--- config.mk ---
export PLATFORM = sky130hd
export DESIGN_NAME = stx_block_receiver_flat
export DESIGN_NICKNAME = d
export VERILOG_FILES = /design/src/rtl/stx_pkg.sv /design/src/rtl/stx_in_if.sv /design/src/rtl/stx_res_if.sv /design/src/rtl/stx_block_receiver.sv /design/src/rtl/stx_front.sv /design/src/rtl/stx_queue.sv /design/src/rtl/stx_back.sv /design/src/flat_wrapper.sv
export VERILOG_INCLUDE_DIRS = /design/src /design/src/rtl
export SDC_FILE = /design/constraint.sdc
export NUM_CORES = 1
export LEC_CHECK = 0
export BUFFER_PORTS_ARGS = -buffer_cell sky130_fd_sc_hd__buf_2
export CELL_PAD_IN_SITES_DETAIL_PLACEMENT = 1
export CELL_PAD_IN_SITES_GLOBAL_PLACEMENT = 2
export CORE_MARGIN = 2
export CORE_UTILIZATION = 38
export CTS_CLUSTER_DIAMETER = 60
export DETAILED_ROUTE_END_ITERATION = 7
export GPL_TIMING_DRIVEN = 0
export PLACE_DENSITY_LB_ADDON = 0.1
export SLEW_MARGIN = 20
export SYNTH_ARGS = -nofsm -noshare
export SYNTH_HDL_FRONTEND = slang
export SYNTH_SLANG_ARGS = --single-unit
--- constraint.sdc ---
create_clock -name i_clk -period 4.64 [get_ports i_clk]
set_input_delay 0.928 -clock i_clk [delete_from_list [all_inputs] [get_ports i_clk]]
set_output_delay 0.928 -clock i_clk [all_outputs]
set_load 0.01 [all_outputs]
--- src/rtl/assert_macros.svh ---
// ----------------------------------------------------------------------------
// Assertion macros
// Concurrent assertion forms used in the receiver RTL (stx_back).
// ----------------------------------------------------------------------------
`ifndef ASSERT_MACROS_SVH
`define ASSERT_MACROS_SVH

// Same-cycle implication, disabled while reset is asserted.
`define AST_IMPLY(label, clk, rst_n, ante, cons, msg) \
    label: assert property (@(posedge clk) disable iff (!rst_n) (ante) |-> (cons)) \
        else $error(msg);

// Next-cycle implication, disabled while reset is asserted.
`define AST_NEXT(label, clk, rst_n, ante, cons, msg) \
    label: assert property (@(posedge clk) disable iff (!rst_n) (ante) |=> (cons)) \
        else $error(msg);

`endif

--- src/rtl/stx_pkg.sv ---
// ----------------------------------------------------------------------------
// stx_pkg
// Types and constants shared by the block receiver modules.
// ----------------------------------------------------------------------------
package stx_pkg;

    localparam int CFG_W     = 21;
    localparam int CFG_IDX_W = 2;
    localparam int TOTAL_W   = 21;
    localparam int LEN_W     = 16;
    localparam int QUEUE_AW  = 2;
    localparam int QUEUE_DEPTH = 4;

    // Configuration register indexes.
    localparam logic [CFG_IDX_W-1:0] REG_CAPACITY = 2'd0;
    localparam logic [CFG_IDX_W-1:0] REG_EXPECTED = 2'd1;
    localparam logic [CFG_IDX_W-1:0] REG_RETRY    = 2'd2;

    localparam logic [CFG_W-1:0] CAPACITY_RESET = 21'h100000;
    localparam logic [7:0]       RETRY_RESET    = 8'd10;

    // Input command codes.
    localparam logic [1:0] CMD_START    = 2'd0;
    localparam logic [1:0] CMD_BYTE     = 2'd1;
    localparam logic [1:0] CMD_LINE_ERR = 2'd2;

    // Line control characters.
    localparam logic [7:0] CH_STX = 8'h02;
    localparam logic [7:0] CH_ETX = 8'h03;
    localparam logic [7:0] CH_ACK = 8'h06;
    localparam logic [7:0] CH_DC2 = 8'h12;
    localparam logic [7:0] CH_NAK = 8'h15;
    localparam logic [7:0] CH_ETB = 8'h17;

    // Status codes.
    localparam logic [2:0] ST_IDLE     = 3'd0;
    localparam logic [2:0] ST_RUN      = 3'd1;
    localparam logic [2:0] ST_DONE     = 3'd2;
    localparam logic [2:0] ST_RETRY    = 3'd3;
    localparam logic [2:0] ST_OVERSIZE = 3'd4;
    localparam logic [2:0] ST_MISMATCH = 3'd5;

    typedef enum logic [1:0] {
        K_START,
        K_BYTE,
        K_LINE_ERR,
        K_NONE
    } t_kind;

    typedef struct packed {
        t_kind      kind;
        logic [7:0] data;
    } t_item;

    typedef struct packed {
        logic [CFG_W-1:0] capacity;
        logic [CFG_W-1:0] expected;
        logic [7:0]       retry_limit;
    } t_cfg;

endpackage

--- src/rtl/stx_in_if.sv ---
// ----------------------------------------------------------------------------
// stx_in_if
// Input channel: command and received byte with a valid/ready handshake.
// ----------------------------------------------------------------------------
interface stx_in_if;
    logic       valid;
    logic       ready;
    logic [1:0] command;
    logic [7:0] rx_byte;

    modport source (output valid, output command, output rx_byte, input ready);
    modport sink   (input valid, input command, input rx_byte, output ready);
endinterface

--- src/rtl/stx_res_if.sv ---
// ----------------------------------------------------------------------------
// stx_res_if
// Result channel: control byte, payload write and status per transfer.
// ----------------------------------------------------------------------------
interface stx_res_if #(
    parameter int ADDR_BITS = 20
);
    logic                 valid;
    logic                 ready;
    logic                 tx_valid;
    logic [7:0]           tx_byte;
    logic                 mem_write;
    logic [ADDR_BITS-1:0] mem_addr;
    logic [7:0]           mem_data;
    logic [2:0]           status;
    logic [20:0]          total_bytes;

    modport source (output valid, output tx_valid, output tx_byte, output mem_write,
                    output mem_addr, output mem_data, output status,
                    output total_bytes, input ready);
    modport sink   (input valid, input tx_valid, input tx_byte, input mem_write,
                    input mem_addr, input mem_data, input status,
                    input total_bytes, output ready);
endinterface

--- src/rtl/stx_block_receiver.sv ---
// ----------------------------------------------------------------------------
// stx_block_receiver
// Receiver for STX/ETB/ETX framed blocks with an additive check byte.
// ----------------------------------------------------------------------------
// The receiver takes one command per input transfer (start, received byte,
// or line error) and returns exactly one result transfer per command, in
// order, carrying the control byte to send back (DC2, ACK or NAK), an
// optional payload write with its running buffer address, the transfer
// status and the running byte total. It sustains one command per clock
// while results are taken: a front register classifies the command, a
// four-entry queue decouples it from the back sequencer, and the sequencer
// updates the framing state once per item and loads a result register, so
// a command passes the front register, the queue and the result register
// before its result is presented. Either side may stall on its own without
// loss; input is taken while a result waits to be collected until the queue
// fills. Configuration registers are written through the plain write port
// and should only be changed while the block holds no command in flight.
// ----------------------------------------------------------------------------
module stx_block_receiver #(
    parameter int ADDR_BITS = 20
) (
    input  logic                            i_clk,
    input  logic                            i_rst_n,
    stx_in_if.sink                          i_rx,
    stx_res_if.source                       o_res,
    input  logic                            i_cfg_we,
    input  logic [stx_pkg::CFG_IDX_W-1:0]   i_cfg_idx,
    input  logic [stx_pkg::CFG_W-1:0]       i_cfg_data
);
    import stx_pkg::*;

    // Configuration registers. Writes to an index beyond the list are dropped.
    t_cfg  r_cfg;

    // Front to queue, queue to back.
    logic  front_valid;
    t_item front_item;
    logic  queue_ready;
    logic  queue_valid;
    t_item queue_item;
    logic  back_pop;

    always_ff @(posedge i_clk) begin
        if (!i_rst_n) begin
            r_cfg.capacity    <= CAPACITY_RESET;
            r_cfg.expected    <= '0;
            r_cfg.retry_limit <= RETRY_RESET;
        end else if (i_cfg_we) begin
            unique case (i_cfg_idx)
                REG_CAPACITY: r_cfg.capacity    <= i_cfg_data;
                REG_EXPECTED: r_cfg.expected    <= i_cfg_data;
                REG_RETRY:    r_cfg.retry_limit <= i_cfg_data[7:0];
                default: begin
                end
            endcase
        end
    end

    stx_front u_front (
        .i_clk        (i_clk),
        .i_rst_n      (i_rst_n),
        .i_rx         (i_rx),
        .o_item_valid (front_valid),
        .o_item       (front_item),
        .i_item_ready (queue_ready)
    );

    stx_queue u_queue (
        .i_clk        (i_clk),
        .i_rst_n      (i_rst_n),
        .i_push_valid (front_valid),
        .i_push_item  (front_item),
        .o_push_ready (queue_ready),
        .o_pop_valid  (queue_valid),
        .o_pop_item   (queue_item),
        .i_pop        (back_pop)
    );

    stx_back #(
        .ADDR_BITS (ADDR_BITS)
    ) u_back (
        .i_clk        (i_clk),
        .i_rst_n      (i_rst_n),
        .i_cfg        (r_cfg),
        .i_item_valid (queue_valid),
        .i_item       (queue_item),
        .o_pop        (back_pop),
        .o_res        (o_res)
    );

endmodule

--- src/rtl/stx_front.sv ---
// ----------------------------------------------------------------------------
// stx_front
// Accepts input transfers and classifies each command into an item kind.
// ----------------------------------------------------------------------------
module stx_front (
    input  logic           i_clk,
    input  logic           i_rst_n,
    stx_in_if.sink         i_rx,
    output logic           o_item_valid,
    output stx_pkg::t_item o_item,
    input  logic           i_item_ready
);
    import stx_pkg::*;

    logic  r_valid;
    t_item r_item;
    t_item n_item;

    assign i_rx.ready   = !r_valid || i_item_ready;
    assign o_item_valid = r_valid;
    assign o_item       = r_item;

    always_comb begin
        n_item.data = i_rx.rx_byte;
        unique case (i_rx.command)
            CMD_START:    n_item.kind = K_START;
            CMD_BYTE:     n_item.kind = K_BYTE;
            CMD_LINE_ERR: n_item.kind = K_LINE_ERR;
            default:      n_item.kind = K_NONE;
        endcase
    end

    always_ff @(posedge i_clk) begin
        if (!i_rst_n) begin
            r_valid <= 1'b0;
        end else if (i_rx.ready) begin
            r_valid <= i_rx.valid;
        end
        if (i_rx.valid && i_rx.ready) begin
            r_item <= n_item;
        end
    end

endmodule

--- src/rtl/stx_queue.sv ---
// ----------------------------------------------------------------------------
// stx_queue
// Short item queue between the front and the back.
// ----------------------------------------------------------------------------
module stx_queue (
    input  logic           i_clk,
    input  logic           i_rst_n,
    input  logic           i_push_valid,
    input  stx_pkg::t_item i_push_item,
    output logic           o_push_ready,
    output logic           o_pop_valid,
    output stx_pkg::t_item o_pop_item,
    input  logic           i_pop
);
    import stx_pkg::*;

    t_item               r_mem [QUEUE_DEPTH];
    logic [QUEUE_AW-1:0] r_wp;
    logic [QUEUE_AW-1:0] r_rp;
    logic [QUEUE_AW:0]   r_count;
    logic                push;
    logic                pop;

    assign o_push_ready = r_count != QUEUE_AW'(0) + (QUEUE_AW+1)'(QUEUE_DEPTH);
    assign o_pop_valid  = r_count != '0;
    assign o_pop_item   = r_mem[r_rp];
    assign push         = i_push_valid && o_push_ready;
    assign pop          = i_pop && o_pop_valid;

    always_ff @(posedge i_clk) begin
        if (!i_rst_n) begin
            r_wp    <= '0;
            r_rp    <= '0;
            r_count <= '0;
        end else begin
            if (push) begin
                r_wp <= r_wp + 1'b1;
            end
            if (pop) begin
                r_rp <= r_rp + 1'b1;
            end
            r_count <= r_count + (QUEUE_AW+1)'(push) - (QUEUE_AW+1)'(pop);
        end
        if (push) begin
            r_mem[r_wp] <= i_push_item;
        end
    end

endmodule

--- src/rtl/stx_back.sv ---
// ----------------------------------------------------------------------------
// stx_back
// Block framing sequencer: one item per cycle unless stalled; holds the result.
// ----------------------------------------------------------------------------
`include "assert_macros.svh"

module stx_back #(
    parameter int ADDR_BITS = 20
) (
    input  logic           i_clk,
    input  logic           i_rst_n,
    input  stx_pkg::t_cfg  i_cfg,
    input  logic           i_item_valid,
    input  stx_pkg::t_item i_item,
    output logic           o_pop,
    stx_res_if.source      o_res
);
    import stx_pkg::*;

    typedef enum logic [2:0] {
        PH_IDLE,
        PH_STX,
        PH_LEN_HI,
        PH_LEN_LO,
        PH_DATA,
        PH_TERM,
        PH_CHECK,
        PH_ENDED
    } t_phase;

    t_phase             r_phase, n_phase;
    logic [7:0]         r_hdr, n_hdr;
    logic [LEN_W-1:0]   r_len, n_len;
    logic [LEN_W-1:0]   r_cnt, n_cnt;
    logic [7:0]         r_sum, n_sum;
    logic [7:0]         r_term, n_term;
    logic [TOTAL_W-1:0] r_acc, n_acc;
    logic [7:0]         r_att, n_att;
    logic [2:0]         r_end, n_end;
    logic [TOTAL_W-1:0] r_room, r_left;

    logic                 r_out_valid;
    logic                 r_res_txv, n_res_txv;
    logic [7:0]           r_res_txb, n_res_txb;
    logic                 r_res_mw, n_res_mw;
    logic [ADDR_BITS-1:0] r_res_addr, n_res_addr;
    logic [7:0]           r_res_data, n_res_data;
    logic [2:0]           r_res_status, n_res_status;

    logic                   pop;
    logic                   running;
    logic                   nak_retry;
    logic [7:0]             att_inc;
    logic [LEN_W-1:0]       len_lo;
    logic [LEN_W-1:0]       cnt_inc;
    logic [TOTAL_W:0]       acc_sum;
    logic [TOTAL_W:0]       addr_sum;
    logic [ADDR_BITS+TOTAL_W:0] addr_ext;

    assign pop   = i_item_valid && (!r_out_valid || o_res.ready);
    assign o_pop = pop;

    assign o_res.valid       = r_out_valid;
    assign o_res.tx_valid    = r_res_txv;
    assign o_res.tx_byte     = r_res_txb;
    assign o_res.mem_write   = r_res_mw;
    assign o_res.mem_addr    = r_res_addr;
    assign o_res.mem_data    = r_res_data;
    assign o_res.status      = r_res_status;
    assign o_res.total_bytes = r_acc;

    assign running  = (r_phase != PH_IDLE) && (r_phase != PH_ENDED);
    assign att_inc  = r_att + 8'd1;
    assign len_lo   = {r_len[LEN_W-1:8], i_item.data};
    assign cnt_inc  = r_cnt + 1'b1;
    assign acc_sum  = {1'b0, r_acc} + (TOTAL_W+1)'(r_len);
    assign addr_sum = {1'b0, r_acc} + (TOTAL_W+1)'(r_cnt);
    assign addr_ext = {{ADDR_BITS{1'b0}}, addr_sum};

    always_comb begin
        n_phase    = r_phase;
        n_hdr      = r_hdr;
        n_len      = r_len;
        n_cnt      = r_cnt;
        n_sum      = r_sum;
        n_term     = r_term;
        n_acc      = r_acc;
        n_att      = r_att;
        n_end      = r_end;
        n_res_txv  = 1'b0;
        n_res_txb  = '0;
        n_res_mw   = 1'b0;
        n_res_addr = '0;
        n_res_data = '0;
        nak_retry  = 1'b0;

        case (i_item.kind)
            K_START: begin
                n_acc  = '0;
                n_att  = '0;
                n_hdr  = '0;
                n_len  = '0;
                n_cnt  = '0;
                n_sum  = '0;
                n_term = '0;
                if (i_cfg.expected != '0 && i_cfg.expected > i_cfg.capacity) begin
                    n_phase = PH_ENDED;
                    n_end   = ST_OVERSIZE;
                end else begin
                    n_res_txv = 1'b1;
                    n_res_txb = CH_DC2;
                    n_phase   = PH_STX;
                end
            end
            K_LINE_ERR: begin
                nak_retry = running;
            end
            K_BYTE: begin
                case (r_phase)
                    PH_STX: begin
                        n_hdr   = i_item.data;
                        n_sum   = '0;
                        n_phase = PH_LEN_HI;
                    end
                    PH_LEN_HI: begin
                        n_len   = {i_item.data, 8'h00};
                        n_sum   = i_item.data;
                        n_phase = PH_LEN_LO;
                    end
                    PH_LEN_LO: begin
                        n_len = len_lo;
                        n_sum = r_sum + i_item.data;
                        n_cnt = '0;
                        if (r_hdr != CH_STX) begin
                            nak_retry = 1'b1;
                        end else if (TOTAL_W'(len_lo) > r_room ||
                                     (i_cfg.expected != '0 && TOTAL_W'(len_lo) > r_left)) begin
                            n_res_txv = 1'b1;
                            n_res_txb = CH_NAK;
                            n_phase   = PH_ENDED;
                            n_end     = ST_OVERSIZE;
                        end else begin
                            n_phase = (len_lo == '0) ? PH_TERM : PH_DATA;
                        end
                    end
                    PH_DATA: begin
                        n_res_mw   = 1'b1;
                        n_res_addr = addr_ext[ADDR_BITS-1:0];
                        n_res_data = i_item.data;
                        n_sum      = r_sum + i_item.data;
                        n_cnt      = cnt_inc;
                        if (cnt_inc >= r_len) begin
                            n_phase = PH_TERM;
                        end
                    end
                    PH_TERM: begin
                        n_term  = i_item.data;
                        n_sum   = r_sum + i_item.data;
                        n_phase = PH_CHECK;
                    end
                    PH_CHECK: begin
                        if (r_sum != ~i_item.data ||
                            (r_term != CH_ETX && r_term != CH_ETB)) begin
                            nak_retry = 1'b1;
                        end else if (r_term == CH_ETX && i_cfg.expected != '0 &&
                                     acc_sum != {1'b0, i_cfg.expected}) begin
                            n_res_txv = 1'b1;
                            n_res_txb = CH_NAK;
                            n_phase   = PH_ENDED;
                            n_end     = ST_MISMATCH;
                        end else begin
                            n_acc     = acc_sum[TOTAL_W-1:0];
                            n_res_txv = 1'b1;
                            n_res_txb = CH_ACK;
                            n_att     = '0;
                            if (r_term == CH_ETX) begin
                                n_phase = PH_ENDED;
                                n_end   = ST_DONE;
                            end else begin
                                n_phase = PH_STX;
                            end
                        end
                    end
                    default: begin
                    end
                endcase
            end
            default: begin
            end
        endcase

        // A NAKed attempt counts toward the retry limit for this block.
        if (nak_retry) begin
            n_res_txv = 1'b1;
            n_res_txb = CH_NAK;
            n_att     = att_inc;
            if (att_inc >= i_cfg.retry_limit) begin
                n_phase = PH_ENDED;
                n_end   = ST_RETRY;
            end else begin
                n_phase = PH_STX;
            end
        end

        if (n_phase == PH_IDLE) begin
            n_res_status = ST_IDLE;
        end else if (n_phase == PH_ENDED) begin
            n_res_status = n_end;
        end else begin
            n_res_status = ST_RUN;
        end
    end

    always_ff @(posedge i_clk) begin
        if (!i_rst_n) begin
            r_phase     <= PH_IDLE;
            r_hdr       <= '0;
            r_len       <= '0;
            r_cnt       <= '0;
            r_sum       <= '0;
            r_term      <= '0;
            r_acc       <= '0;
            r_att       <= '0;
            r_end       <= ST_IDLE;
            r_out_valid <= 1'b0;
        end else begin
            if (pop) begin
                r_phase <= n_phase;
                r_hdr   <= n_hdr;
                r_len   <= n_len;
                r_cnt   <= n_cnt;
                r_sum   <= n_sum;
                r_term  <= n_term;
                r_acc   <= n_acc;
                r_att   <= n_att;
                r_end   <= n_end;
            end
            if (pop) begin
                r_out_valid <= 1'b1;
            end else if (o_res.ready) begin
                r_out_valid <= 1'b0;
            end
        end
        if (pop) begin
            r_res_txv    <= n_res_txv;
            r_res_txb    <= n_res_txb;
            r_res_mw     <= n_res_mw;
            r_res_addr   <= n_res_addr;
            r_res_data   <= n_res_data;
            r_res_status <= n_res_status;
        end
        // Room and remaining expected bytes are registered from the running total;
        // the length check comes at least three items after any change to it.
        r_room <= (i_cfg.capacity > r_acc) ? i_cfg.capacity - r_acc : '0;
        r_left <= (i_cfg.expected > r_acc) ? i_cfg.expected - r_acc : '0;
    end

    `AST_IMPLY(a_write_not_ctrl, i_clk, i_rst_n, r_out_valid && r_res_mw, !r_res_txv, "payload write with control byte")
    `AST_IMPLY(a_cnt_below_len, i_clk, i_rst_n, r_phase == PH_DATA, r_cnt < r_len, "data count past block length")
    `AST_NEXT(a_acc_hold, i_clk, i_rst_n, !pop, $stable(r_acc), "byte total moved without an item")
    `AST_IMPLY(a_write_in_data, i_clk, i_rst_n, pop && n_res_mw, r_phase == PH_DATA, "payload write outside data phase")

endmodule
--- src/flat_wrapper.sv ---
// flat-port wrapper written by rule: the top's interface ports become plain ports
module stx_block_receiver_flat import stx_pkg::*;
#(
    parameter int ADDR_BITS = 20
)
  (i_clk, i_rst_n, i_cfg_we, i_cfg_idx, i_cfg_data, i_rx_valid, i_rx_command, i_rx_rx_byte, i_rx_ready, o_res_valid, o_res_tx_valid, o_res_tx_byte, o_res_mem_write, o_res_mem_addr, o_res_mem_data, o_res_status, o_res_total_bytes, o_res_ready);
  stx_in_if i_rx_i ();
  stx_res_if #(.ADDR_BITS(ADDR_BITS)) o_res_i ();
  input  logic i_clk;
  input  logic i_rst_n;
  input  logic i_cfg_we;
  input  logic [stx_pkg::CFG_IDX_W-1:0] i_cfg_idx;
  input  logic [stx_pkg::CFG_W-1:0] i_cfg_data;
  input wire logic [$bits(i_rx_i.valid)-1:0] i_rx_valid;
  input wire logic [$bits(i_rx_i.command)-1:0] i_rx_command;
  input wire logic [$bits(i_rx_i.rx_byte)-1:0] i_rx_rx_byte;
  output wire logic [$bits(i_rx_i.ready)-1:0] i_rx_ready;
  output wire logic [$bits(o_res_i.valid)-1:0] o_res_valid;
  output wire logic [$bits(o_res_i.tx_valid)-1:0] o_res_tx_valid;
  output wire logic [$bits(o_res_i.tx_byte)-1:0] o_res_tx_byte;
  output wire logic [$bits(o_res_i.mem_write)-1:0] o_res_mem_write;
  output wire logic [$bits(o_res_i.mem_addr)-1:0] o_res_mem_addr;
  output wire logic [$bits(o_res_i.mem_data)-1:0] o_res_mem_data;
  output wire logic [$bits(o_res_i.status)-1:0] o_res_status;
  output wire logic [$bits(o_res_i.total_bytes)-1:0] o_res_total_bytes;
  input wire logic [$bits(o_res_i.ready)-1:0] o_res_ready;
  assign i_rx_i.valid = i_rx_valid;
  assign i_rx_i.command = i_rx_command;
  assign i_rx_i.rx_byte = i_rx_rx_byte;
  assign i_rx_ready = i_rx_i.ready;
  assign o_res_valid = o_res_i.valid;
  assign o_res_tx_valid = o_res_i.tx_valid;
  assign o_res_tx_byte = o_res_i.tx_byte;
  assign o_res_mem_write = o_res_i.mem_write;
  assign o_res_mem_addr = o_res_i.mem_addr;
  assign o_res_mem_data = o_res_i.mem_data;
  assign o_res_status = o_res_i.status;
  assign o_res_total_bytes = o_res_i.total_bytes;
  assign o_res_i.ready = o_res_ready;
  stx_block_receiver #(.ADDR_BITS(ADDR_BITS)) u_core (.i_clk(i_clk), .i_rst_n(i_rst_n), .i_rx(i_rx_i), .o_res(o_res_i), .i_cfg_we(i_cfg_we), .i_cfg_idx(i_cfg_idx), .i_cfg_data(i_cfg_data));
endmodule
### Yosys cells after proc, flatten, opt, wreduce, memory -nomap -nowiden

Memories as Yosys holds them, arrays and structs flattened. A register that Yosys moved wholly into a read port is not among the register bits.
Index checks and enable logic that the tools add are counted.

| storage, ports and cells | value |
|---|---|
| memories | 1 |
| ROM bits | 0 |
| latch bits | 0 |
| register bits after elaboration | 243 |
| output and inout port bits | 64 |
| word-level logic and storage cells | 192 |
| RAM bits | 40 |

Memory list:

| memory | words | width | rd ports | clocked after memory_dff | wr ports | RTL line | source |
|---|---|---|---|---|---|---|---|
| u_core.u_queue.r_mem | 4 | 10 | 1 | 1 | 1 | stx_queue.sv:17 | `t_item r_mem [QUEUE_DEPTH];` |

| cells by class | value |
|---|---|
| reduce and logical (&&, ||, !) cells | 41 |
| multipliers | 0 |
| muxes and demuxes | 67 |
| magnitude comparators | 7 |
| bitwise operators | 2 |
| equality and inequality tests | 34 |
| $add $sub $neg | 11 |
| divide/modulo/power cells | 0 |
| shift operators | 0 |

Operators by type and width:

| cell | count |
|---|---|
| 16-bit one-hot mux with 2 select lines | 4 |
| 8-bit one-hot mux with 2 select lines | 4 |
| 21-bit greater-than comparator | 3 |
| 21-bit two-way mux | 3 |
| 3-bit two-way mux | 16 |
| 8-bit two-way mux | 6 |
| 16-bit by 21-bit greater-than comparator with 1-bit output | 2 |
| 21-bit one-hot mux with 2 select lines | 1 |
| 21-bit subtractor | 2 |
| 5-bit two-way mux | 5 |
| 8-bit one-hot mux with 3 select lines | 1 |
| 21-bit by 16-bit adder with 22-bit output | 1 |
| 22-bit by 21-bit inequality test with 1-bit output | 1 |
| 21-bit nonzero test | 1 |
| 20-bit by 16-bit adder with 20-bit output | 1 |
| 5-bit one-hot mux with 2 select lines | 2 |
| 3-bit one-hot mux with 2 select lines | 3 |
| 3-bit one-hot mux with 6 select lines | 1 |
| 16-bit by 1-bit adder with 16-bit output (second input constant) | 1 |
| 16-bit greater-or-equal comparator | 1 |
| 16-bit logical NOT | 1 |
| 8-bit by 2-bit inequality test with 1-bit output (second input constant) | 2 |
| 3-bit inequality test (second input constant) | 5 |
| 3-bit AND reduction | 5 |
| 36 further kinds | 90 |

### Logic depth before layout (Yosys ltp)

Gate-level depths: netlist of the first run.

| logic depth | value |
|---|---|
| depth in word-level cells | 11 |
| depth in mapped cells | 18 |
| depth with buffers taken out | 17 |

### Hierarchy

From an unflattened synthesis of the first run, not the netlist that was laid out.

| second synthesis, totals | value |
|---|---|
| cell total of the unflattened synthesis | 1933 |
| area total of the unflattened synthesis | 17600.6 µm² |

By module, submodules not included:

| module | instances | seq. area each (µm²) | cells each | area each (µm²) |
|---|---|---|---|---|
| stx_back | 1 | 3793.6 | 1624 | 13345.3 |
| stx_block_receiver | 1 | 1001.0 | 192 | 1949.4 |
| stx_queue | 1 | 1381.3 | 100 | 1940.6 |
| stx_front | 1 | 320.3 | 17 | 365.4 |

### Least setup slack after synthesis of the first run

No wires, ideal clock.

| path | value |
|---|---|
| path type | input -> register |
| from | in o_res_ready |
| to | reg u_core.u_queue.r_count[2] |
| data arrival time | 4.237 ns |
| buffers on the path | 3 |
| stages on the path | 14 |
| slack | 0.276 ns |
| required time | 4.512 ns |
| path through | inv_1 -> a21o_1 -> clkbuf_1 -> inv_1 -> clkbuf_1 -> clkbuf_1 -> ha_1 -> inv_1 -> ha_1 -> inv_1 -> fa_1 -> xor2_1 -> xnor2_1 -> nor2_1 |

| on the way | value |
|---|---|
| longest elaborated chain between the ends | 4 |

Ends and longest elaborated chain:

| element | RTL line | source |
|---|---|---|
| start, declared | flat_wrapper.sv:26 | `input wire logic [$bits(o_res_i.ready)-1:0] o_res_ready;` |
| 1-bit logical OR | stx_back.sv:60 | `assign pop = i_item_valid && (!r_out_valid \|\| o_res.ready);` |
| 1-bit logical AND | stx_back.sv:60 |  |
| via u_core.back_pop | stx_block_receiver.sv:41 | `logic back_pop;` |
| 1-bit logical AND | stx_queue.sv:28 | `assign pop = i_pop && o_pop_valid;` |
| 3-bit by 1-bit subtractor with 3-bit output | stx_queue.sv:42 | `r_count <= r_count + (QUEUE_AW+1)'(push) - (QUEUE_AW+1)'(pop);` |
| end signal, assigned | stx_queue.sv:42 |  |
| end, declared | stx_queue.sv:20 | `logic [QUEUE_AW:0] r_count;` |

The timed path passes the listed nets, and every way through them passes these cells.
A chain may end at the register's enable or synchronous reset.

### Worst setup path in the final report of the first run

| path | value |
|---|---|
| from | reg u_core.u_back.r_acc[1] (netlist: u_core.u_back.o_res.total_bytes[1]) |
| to | reg u_core.u_back.r_acc[16] (netlist: u_core.u_back.o_res.total_bytes[16]) |

| on the way | value |
|---|---|
| longest elaborated chain between the ends | 5 |
| elaborated cells between the ends (all ways) | 9 |
| those cells by class | 1 x add/sub; 2 x eq/ne; 4 x mux; 2 x reduce/logical |

Ends and longest elaborated chain:

| element | RTL line | source |
|---|---|---|
| start, declared | stx_back.sv:37 | `logic [TOTAL_W-1:0] r_acc, n_acc;` |
| start signal, assigned | stx_back.sv:234 | `r_acc <= n_acc;` |
| 21-bit by 16-bit adder with 22-bit output (*) | stx_back.sv:76 | `assign acc_sum = {1'b0, r_acc} + (TOTAL_W+1)'(r_len);` |
| 22-bit by 21-bit inequality test with 1-bit output or 21-bit two-way mux (tied branches) | stx_back.sv:166, stx_back.sv:165 |  |
| 1-bit logical AND or 21-bit two-way mux (tied branches) | stx_back.sv:165, stx_back.sv:162 |  |
| 2-bit inequality test (no line) or 21-bit two-way mux (tied branches) | -- |  |
| 5-bit AND reduction (no line) or 21-bit one-hot mux with 2 select lines (tied branches) | -- |  |

Mark *: on every way between the ends. The rest lies on a longest branch, timed or not. The select of a mux whose other input is x is not followed.

==> results_dict.tcl, run 1 <==
set metrics [dict create \
    status "complete, no violations" \
    setup_viol 0 \
    fin_ws_ns 0.1449 \
    leakage_nw 8.320 \
    rows 78 \
    critPathKind "reg -> reg" \
    postSynthAreaPerCell_sq_um 8.603 \
    antenna_left 0 \
    synth_edf_count 87 \
    clock-sinks 281 \
    seq_area_sq_um 6514 \
    avgViaCountPerCell 5.663 \
    antenna_found_initial 0 \
    synthesis.area_sq_um 17640 \
    synth_cells 2050 \
    wl_per_cell_um 22.83 \
    worst_setup_path_end_kind "register" \
    crit_fanout 10 \
    core_sq_um 45580 \
    ff2ff_setup_slack_ns 0.14 \
    grt_max_degree 48 \
    antennaDiodeCount 0 \
    grt_usage_pct 27.08 \
    fmax_mhz 222.5 \
    place_congestion 0.9047 \
    tightestPinTransition_ns 1.124 \
    num-fill-cells 5467 \
    cts_tree "built" \
    cts_made_buffers 40 \
    worst_setup_path_start_kind "register" \
    fin_cells 2831 \
    synth_cell_type_count 90 \
    post-route-drc-count 0 \
    drv_cap 0 \
    peakVddDrop_mv 0.2856 \
    async_flop_share_pct 0 \
    totalWireLength_mm 64.62 \
    dpl.cell_count 2748 \
    hpwl_mm 50.09 \
    cts_hold_buf 0 \
    synth-seq-cells 281 \
    finalCritPeriodShare_pct 96.88 \
    portBuffers 95 \
    drv_slew 0 \
    multi_input_area_sq_um 10280 \
    drive_above_1_share_pct 11.56 \
    finalPower_w 0.008936 \
    min_path_type "reg -> reg" \
    cp.required_ns 5.11 \
    seq_area_frac_synth_pct 36.84 \
    power_density_nw_per_um2 437.7 \
    drt_pass1_iterations 5 \
    tns_ns 0 \
    fin_worst_skew_ns 0.02870 \
    yosys_most_used_dff "dfxtp_1" \
    grt.overflow.total 0 \
    area_delta_synth_final_pct 15.75 \
    period_minus_slack_ns 4.495 \
    final_hold_viol_count 0 \
    final_util_pct 44.79 \
    cts_buffer_depth 3 \
    grt_pass1_vias 16640 \
    num_io_pins 102 \
    die_y_um 219.4 \
    htreeDepth 2 \
    root_buffer "clkbuf_16" \
    die-width_um 219.4 \
    pre_cts_slack_ns -0.4800 \
    cp_data_arrival_time_ns 4.96 \
    die-area_sq_um 48150 \
    maxSlewHeadroom_pct 24.09 \
    grt_pass1_wl_mm 98.23 \
    ys_warn_count 0 \
    drt_iter0_drc 905 \
    start_util_pct 38.69 \
    fin_nets 2412 \
    num_vias 16030 \
    worstSkewPairLatency_ns 0.59 \
    clkTransAtPathRegs_ns 0.06 \
]
-- worst paths after layout --
path                                                            to                                            start  cells after the start
setup / recovery  u_core.u_back.o_res.total_bytes[16]$_SDFFE_PN0P_  u_core.u_back.o_res.total_bytes[1]$_SDFFE_PN0P_                     14
hold / removal                u_core.u_back.r_term[6]$_SDFFE_PN0P_             u_core.u_back.r_term[6]$_SDFFE_PN0P_                      2
setup reg to reg  u_core.u_back.o_res.total_bytes[16]$_SDFFE_PN0P_  u_core.u_back.o_res.total_bytes[1]$_SDFFE_PN0P_                     14
hold reg to reg               u_core.u_back.r_term[6]$_SDFFE_PN0P_             u_core.u_back.r_term[6]$_SDFFE_PN0P_                      2
-- timing repair --
| item | CTS | global route |
|---|---|---|
| endpoints found under the setup margin | 48 | 32 |
| pin swaps | 0 | 4 |
| gates resized for setup | 12 | 16 |
| setup buffers | 2 | 8 |
-- cell usage after synthesis (11+ instances only) --
master    instances  area, sq um
a211oi_1         13        97.59
a21o_1           42        315.3
a21oi_1         197        986.0
a22oi_1          15        112.6
a31oi_1          13        81.33
and2_1           13        81.33
and3_1           24        150.1
buf_1            11        41.29
buf_2            12        60.06
clkbuf_1         55        206.5
dfxtp_1         194         3884
edfxtp_1         87         2613
ha_1            169         2115
inv_1           140        525.5
mux2i_1          22        220.2
nand2_1         200        750.7
nand2b_1         16        100.1
nand3_1          75        375.4
nand3b_1         11        82.58
nand4_1          24        150.1
nor2_1          211        792.0
nor2b_1          27        168.9
nor3_1           55        275.3
nor4_1           24        150.1
o211ai_1         13        97.59
o21a_1           13        97.59
o21ai_0          73        365.4
o22ai_1          11        68.82
o31ai_1          11        82.58
or3_1            13        81.33
xnor2_1          56        490.5
xor2_1           39        341.6
-- per-stage QoR --
step	hold slack (ns)	cell area [sq um]
after floorplan	0.4366	17650
after global placement	0.4662	18870
after detailed placement	0.4728	18880
after CTS	0.4810	20290
after global routing	0.5050	20410
final	0.4807	20410
-- cells by family after synthesis --
group                      count (synthesis)  share of synthesized area (%)
AOI/OAI and AO/OA                        501                          18.18
xor gates and xnor gates                  96                          4.810
adders and majority gates                175                          12.67
buffers and inverters                    231                          5.264
DFF                                      281                          36.84
muxes                                     32                          2.526
other                                      1                        0.02126
and+or+nand+nor                          733                          19.69
-- state kept, by name (all words and copies together) (netlist names), 2 cells and up, named ones only --
name / count
u_core.u_back.o_res.status: 3
u_core.r_cfg: 50
u_core.u_front.o_item: 10
u_core.u_back.r_room: 21
u_core.u_back.r_term: 8
u_core.u_back.r_cnt: 16
u_core.u_queue.r_rp: 2
u_core.u_back.o_res.mem_addr: 20
u_core.u_back.r_att: 8
u_core.u_queue.r_wp: 2
u_core.u_back.r_end: 3
u_core.u_queue.r_count: 3
u_core.u_back.o_res.tx_byte: 4
u_core.u_back.r_len: 16
u_core.u_back.r_phase: 3
u_core.u_back.r_hdr: 8
u_core.u_back.r_left: 21
u_core.u_back.r_sum: 8
u_core.u_back.o_res.total_bytes: 21
u_core.u_queue.r_mem: 40
u_core.u_back.o_res.mem_data: 8
-- where the power goes --
part | internal [W] | total, W | leakage [nW] | switching (W)
clock | 0.00193 | 0.00319 | 0.664 | 0.00126
sequential | 0.00291 | 0.00307 | 2.42 | 0.000159
combinational | 0.000876 | 0.00267 | 5.23 | 0.00180
-- layout by cell type, fill, tap and decap left out, types with 59 or more instances in the layout --
master | netlist | final
nor2_1 | 211 | 210
nand2_1 | 200 | 200
a21oi_1 | 197 | 197
dfxtp_1 | 194 | 184
ha_1 | 169 | 168
inv_1 | 140 | 139
buf_2 | 12 | 107
edfxtp_1 | 87 | 87
nand3_1 | 75 | 75
o21ai_0 | 73 | 71
clkbuf_1 | 55 | 59
-- worst max-delay path, stage by stage (launching register included) --
cell and delay (ns):
dfxtp_4 0.45, clkinvlp_4 0.20, fa_1 0.53, nor2b_4 0.17, o311ai_2 0.15, a211oi_2 0.41
nor2_2 0.17, o41ai_2 0.36, o32a_1 0.22, nand4_1 0.31, or4_4 0.58, nand2_2 0.17
buf_8 0.19, a31oi_1 0.11, a311oi_2 0.32
-- metal layers --
layer | routed length [um] | vias up | global-route usage, %
met5 | 0 | - | 0
met4 | 2258 | 0 | 10.25
met3 | 2145 | 93 | 3.008
met2 | 30980 | 311 | 46.79
met1 | 29240 | 7995 | 34.60
li1 | - | 7634 | -
-- cell type report --
type / count / share of cell area (%)
well taps: 600 / 3.678
multi-input cells: 1541 / 50.37
plain buffers: 87 / 1.974
repair buffers: 105 / 2.697
flip-flops and latches: 281 / 31.91
clock buffers: 53 / 5.394
inverters: 143 / 2.648
clock inverters: 21 / 1.330
Power figures use the tool's default switching activity.
==> run 2: changes to the inputs <==
CAP_MARGIN = 40   (was unset)
CORE_UTILIZATION = 35   (was 38)
clock period = 3.75 ns   (was 4.64 ns; I/O delays follow)
==> run 2 against run 1 <==
Against the previous run:
- the flow now finishes with violations (negative setup slack)
- sequential cell count did not move
- design area grew 10%
- worst hold slack lost 0.14 ns
- critical path type unchanged
- utilization increased by 0.26 points
- die area up 8.4%
- global-route usage fell by 1.2 points
- first-iteration DRC count down 9.4%
==> results_dict.tcl, run 2 (synthesis gave the netlist of run 1 again) <==
set metrics [dict create \
    critPathKind "reg -> reg" \
    fin_worst_skew_ns 0.03372 \
    power_density_nw_per_um2 520.6 \
    fin_ws_ns -0.1693 \
    final_util_pct 45.05 \
    regMostFlops "u_core.r_cfg" \
    maxSlewHeadroom_pct 42.38 \
    seq_power_share_pct 32.4 \
    place_congestion 0.8833 \
    crit_fanout 6 \
    fmax_mhz 255.1 \
    leakage_nw 9.024 \
    grt_usage_pct 25.85 \
    finalInstanceArea_sq_um 22510 \
    avgViaCountPerCell 5.509 \
    root_buffer "clkbuf_16" \
    p_switching_w 0.004335 \
    die-area_sq_um 52200 \
    tightestPinTransition_ns 0.8585 \
    area_delta_synth_final_pct 27.63 \
    wl_per_cell_um 22.89 \
    setup_viol 30 \
    cts_buffer_depth 3 \
    dpl_cell_area_sq_um 19070 \
    combPwrFrac_pct 34.9 \
    antenna_found_initial 0 \
    drt_iter0_drc 820 \
    clockPowerShare_pct 32.7 \
    drt_pass1_iterations 5 \
    num_io_pins 102 \
    hpwl_mm 51.35 \
    portBuffers 95 \
    ff2ff_setup_slack_ns -0.17 \
    reg_top3 "u_core.r_cfg: 50 flops, u_core.u_queue.r_mem: 40 flops" \
    drv_slew 0 \
    htreeDepth 2 \
    largest_reg_flops 50 \
    status "complete, but fails checks" \
    final_cell_mix "nor2_1 (204), nand2_1 (193), a21oi_1 (174)" \
    cp.required_ns 4.22 \
    layout_commonest_cell "nor2_1" \
    failed_checks "negative setup slack" \
    peakVddDrop_mv 0.4064 \
    die_y_um 228.5 \
    dpl.cell_count 2830 \
    clkTransAtPathRegs_ns 0.06 \
    totalWireLength_mm 68.62 \
    rsz0062_at_grt "true" \
    cts_made_buffers 40 \
    drv_cap 0 \
    intPower_w 0.007384 \
    cts_tree "built" \
    rows 82 \
    finalCritPeriodShare_pct 104.5 \
    grt.overflow.total 0 \
    grt_max_degree 48 \
    antenna_left 0 \
    cp_data_arrival_time_ns 4.39 \
    num_vias 16520 \
    drive_above_1_share_pct 22.14 \
    core_sq_um 49970 \
    grt_pass1_vias 17150 \
    worstSkewPairLatency_ns 0.59 \
    worst_setup_path_start_kind "register" \
    fin_nets 2507 \
    clock-sinks 281 \
    start_util_pct 35.30 \
    cts_hold_buf 0 \
    grt_pass1_wl_mm 102.9 \
    final_hold_viol_count 0 \
    min_path_type "in -> reg" \
    switching_share_pct 36.99 \
    antennaDiodeCount 0 \
    die-width_um 228.5 \
    worst_setup_path_end_kind "register" \
    fin_cells 2998 \
    period_minus_slack_ns 3.919 \
    post-route-drc-count 0 \
]
run 2: changes by cell type in the layout (fill, tap and decap cells not counted), sizes merged:
cell,before,now
buf,137,234
clkinv,9,16
clkbuf,108,102
bufinv,4,2
inv,146,144
bufbuf,0,1
clkdlybuf4s18,0,1
clkinvlp,5,4
run 2: worst paths after layout:
check                                                  startpoint                                          endpoint  cells after the start
setup / recovery  u_core.u_back.o_res.total_bytes[3]$_SDFFE_PN0P_  u_core.u_back.o_res.total_bytes[19]$_SDFFE_PN0P_                     15
hold reg to reg               u_core.u_back.r_end[2]$_SDFFE_PN0P_               u_core.u_back.r_end[2]$_SDFFE_PN0P_                      2
setup reg to reg  u_core.u_back.o_res.total_bytes[3]$_SDFFE_PN0P_  u_core.u_back.o_res.total_bytes[19]$_SDFFE_PN0P_                     15
hold / removal                                    i_rx_command[1]                u_core.u_front.o_item[9]$_DFFE_PP_                      1
run 2: repair_timing:
action,4_1_cts,5_1_grt
pin swaps,43,72
setup buffers,56,42
gates cloned,2,1
resized for setup,192,146
endpoints found under the setup margin,107,103
run 2: per-layer routing:
layer | share of wire [%] | vias to the layer above | track usage (%) | routed length [um]
met5 | 0 | - | 0 | 0
met4 | 3.8 | 0 | 11.27 | 2618
met3 | 3.9 | 137 | 3.543 | 2701
met2 | 48 | 341 | 44.03 | 33020
met1 | 44 | 8201 | 32.63 | 30280
li1 | - | 7838 | - | -
run 2: final cells by class:
type                       count  area (sq um)
fill                        5777         27460
multi-input combinational   1541         11260
sequential                   281          6568
timing repair buffer         203          1473
clock buffer                  51          1095
tap                          672         840.8
inverter                     143         545.5
buffer                        84         483.0
clock inverter                23         242.7
run 2: power groups by stage:
stage               Clock, W  Sequential, W  Combinational, W
global route         0.00403        0.00384           0.00441
global placement           0        0.00386           0.00318
finish               0.00383        0.00380           0.00409
floorplan                  0        0.00390           0.00194
CTS                  0.00391        0.00381           0.00375
detailed placement         0        0.00387           0.00327
run 2: worst max-delay path, stage by stage, from the launching register on:
cell,delay (ns)
dfxtp_2,0.46
ha_4,0.26
or2_2,0.36
o311ai_4,0.14
a21oi_2,0.12
or4_4,0.52
and4_4,0.17
nor3_4,0.16
nand4_1,0.13
buf_6,0.16
or4_4,0.56
nand2_8,0.12
buf_12,0.15
buf_12,0.15
nand2_4,0.04
a32o_2,0.26
run 2: through the flow:
step	power, W	worst slack [ns]	hold slack, ns	TNS (ns)
5_1_grt	0.01228	-0.2765	0.3255	-5.469
4_1_cts	0.01147	-0.1484	0.3078	-1.632
6_report	0.01172	-0.1693	0.3376	-1.904
2_1_floorplan	0.005835	0.05871	0.4366	0
3_5_place_dp	0.007144	-1.395	0.4678	-86.67
3_3_place_gp	0.007037	-1.562	0.4538	-86.53
==> run 3: changes to the inputs <==
CORE_UTILIZATION = 30   (was 35)
CTS_BUF_LIST = sky130_fd_sc_hd__clkbuf_4 sky130_fd_sc_hd__clkbuf_8   (was unset)
GPL_TIMING_DRIVEN = 1   (was 0)
==> run 3 against run 2 <==
Against the previous run:
- the flow still finishes with violations (negative setup slack)
- total power shrank 3.9%
- utilization decreased by 6.4 points
- clock-buffer cell count grew 25
- via count down 1.5%
- sequential share of layout area down 0.12 points
- worst setup slack better by 0.16 ns
- critical path depth down 2
- clock power decreased by 3%
- register-to-register slack gained 0.16 ns
==> results_dict.tcl, run 3 (synthesis gave the netlist of run 1 again) <==
set metrics [dict create \
    status "complete, but fails checks" \
    failed_checks "negative setup slack" \
    min_path_cells 1 \
    hpwl_mm 52.22 \
    drt_iter0_drc 710 \
    cp_data_arrival_time_ns 4.29 \
    fin_worst_skew_ns 0.03213 \
    regMostFlops "u_core.r_cfg" \
    grt_max_degree 47 \
    clkTransAtPathRegs_ns 0.06 \
    switching_share_pct 35.49 \
    seq_power_share_pct 34.1 \
    antenna_found_initial 1 \
    portBuffers 97 \
    final_hold_viol_count 0 \
    cp.required_ns 4.28 \
    path_common_cell "or3_4" \
    start_util_pct 30.45 \
    layout_commonest_cell "nor2_1" \
    drt_pass1_iterations 5 \
    combPwrFrac_pct 32.9 \
    area_delta_synth_final_pct 27.05 \
    avgViaCountPerCell 5.158 \
    setup_viol 1 \
    dpl_cell_area_sq_um 20350 \
    drv_cap 0 \
    final_cell_mix "nor2_1 (207), buf_4 (205), nand2_1 (199)" \
    rows 88 \
    place_congestion 0.8725 \
    fin_ws_ns -0.005327 \
    critPathBufInv 2 \
    leakage_nw 9.294 \
    cp_num_cells 13 \
    cts_made_buffers 56 \
    reg2reg_depth 13 \
    hold_path.startpoint "i_rx_rx_byte[0]" \
    rsz0062_at_grt "true" \
    grt.overflow.total 0 \
    max_stage_delay_ns 0.57 \
    min_to "u_core.u_front.o_item[0]$_DFFE_PP_" \
    totalWireLength_mm 67.04 \
    final_util_pct 38.69 \
    reg_top3 "u_core.r_cfg: 50 flops, u_core.u_queue.r_mem: 40 flops" \
    crit_fanout 5 \
    critical_path.cell_chain "buf_12 > mux4_2 > ha_4 > nand4_1 > or3_4 > or3_4 > nor2_4 > nand2_2 > or4_4 > nand2_8 > bufbuf_16 > mux2i_1 > nor2_1" \
    cts_buffer_depth 3 \
    critPathKind "reg -> reg" \
    fin_nets 2556 \
    fmax_mhz 266.3 \
    num_vias 16270 \
    wl_per_cell_um 21.25 \
    tightestPinTransition_ns 0.8014 \
    intPower_w 0.007263 \
    die_y_um 246.5 \
    finalCritPeriodShare_pct 100.1 \
    post-route-drc-count 0 \
    antenna_left 0 \
    worst_setup_path_start_kind "register" \
    grt_pass1_wl_mm 102.1 \
    grt_usage_pct 22.06 \
    period_minus_slack_ns 3.755 \
    num-fill-cells 6830 \
    min_path_type "in -> reg" \
    cp_top_family "simple AND/OR/NAND/NOR gates" \
    p_switching_w 0.003996 \
    largest_reg_flops 50 \
    drive_above_1_share_pct 22.65 \
    power_density_nw_per_um2 502.5 \
    r2r_end "u_core.u_back.o_res.total_bytes[12]$_SDFFE_PN0P_" \
    clockPowerShare_pct 33.1 \
    cp_slowest_cell "or4_4" \
    worstSkewPairLatency_ns 0.67 \
    worst_setup_path_end_kind "register" \
    num_io_pins 102 \
    clock-sinks 281 \
    cts_tree "built" \
    finalInstanceArea_sq_um 22410 \
    grt_pass1_vias 17020 \
    root_buffer "clkbuf_8" \
    die-area_sq_um 60740 \
    core_sq_um 57920 \
    die-width_um 246.5 \
    ff2ff_setup_slack_ns -0.005 \
    drv_slew 0 \
    peakVddDrop_mv 0.3024 \
    htreeDepth 2 \
    maxSlewHeadroom_pct 46.21 \
]
run 3: cell count changes in the layout (fill, tap and decap cells not counted), moves of 13 or more:
cell       previous run  this run
a21oi_1             174       190
a21oi_2              21         7
buf_4                90       205
clkbuf_1             47         0
clkbuf_16            43         1
clkbuf_8              3        67
dfxtp_1             167       187
dfxtp_4              15         2
nand3_1              62        75
run 3: worst max-delay path by stage:
stage,startpoint,to
detailed placement,u_core.u_back.o_res.total_bytes[1]$_SDFFE_PN0P_,u_core.u_back.o_res.status[0]$_SDFFCE_PN0P_
finish,register,u_core.u_back.o_res.total_bytes[12]$_SDFFE_PN0P_
global route,register,u_core.u_back.o_res.total_bytes[5]$_SDFFE_PN0P_
global placement,u_core.u_back.o_res.total_bytes[0]$_SDFFE_PN0P_,u_core.u_back.o_res.status[0]$_SDFFCE_PN0P_
CTS,u_core.u_back.o_res.total_bytes[0]$_SDFFE_PN0P_,u_core.u_back.o_res.total_bytes[12]$_SDFFE_PN0P_
floorplan,u_core.u_back.o_res.total_bytes[1]$_SDFFE_PN0P_,u_core.u_back.o_res.status[0]$_SDFFCE_PN0P_
run 3: layer usage:
metal / part of all wire, % / global-route usage (%)
met5: 0 / 0
met4: 2.7 / 6.467
met3: 3.1 / 2.756
met2: 47 / 36.72
met1: 48 / 29.81
run 3: metrics by stage:
step	power, W	cells	worst slack [ns]	TNS (ns)	hold WS [ns]
finish	0.01126	3155	-0.005327	-0.005327	0.2563
CTS	0.01131	3145	-0.06810	-0.6517	0.1916
global placement	0.007298	3030	-0.2016	-3.587	0.4539
detailed placement	0.007359	3033	-0.2445	-4.973	0.4633
floorplan	0.005835	2053	0.05871	0	0.4366
global route	0.01196	3155	-0.09208	-1.241	0.2001
run 3: what timing repair did:
item,4_1_cts,5_1_grt
hold buffers,0,0
setup buffers,7,7
endpoints found under the setup margin,41,87
cloned,2,1
pin swaps,17,28
gates resized for setup,43,72
run 3: power by group through the flow:
stage	Sequential (W)	Combinational, W	Clock, W
finish	0.00384	0.00370	0.00372
global route	0.00388	0.00409	0.00399
CTS	0.00384	0.00362	0.00385
detailed placement	0.00390	0.00345	0
global placement	0.00389	0.00340	0
floorplan	0.00390	0.00194	0
run 3: area by class of cell:
cell class	count	area, sq um	share of cell area [%]
tap	765	957.2	4.272
clock buffer	76	989.7	4.417
multi-input combinational	1541	10710	47.79
timing repair buffer	320	2354	10.50
antenna	2	5.005	0.02234
sequential	281	6510	29.05
clock inverter	27	344.1	1.536
inverter	143	539.3	2.407
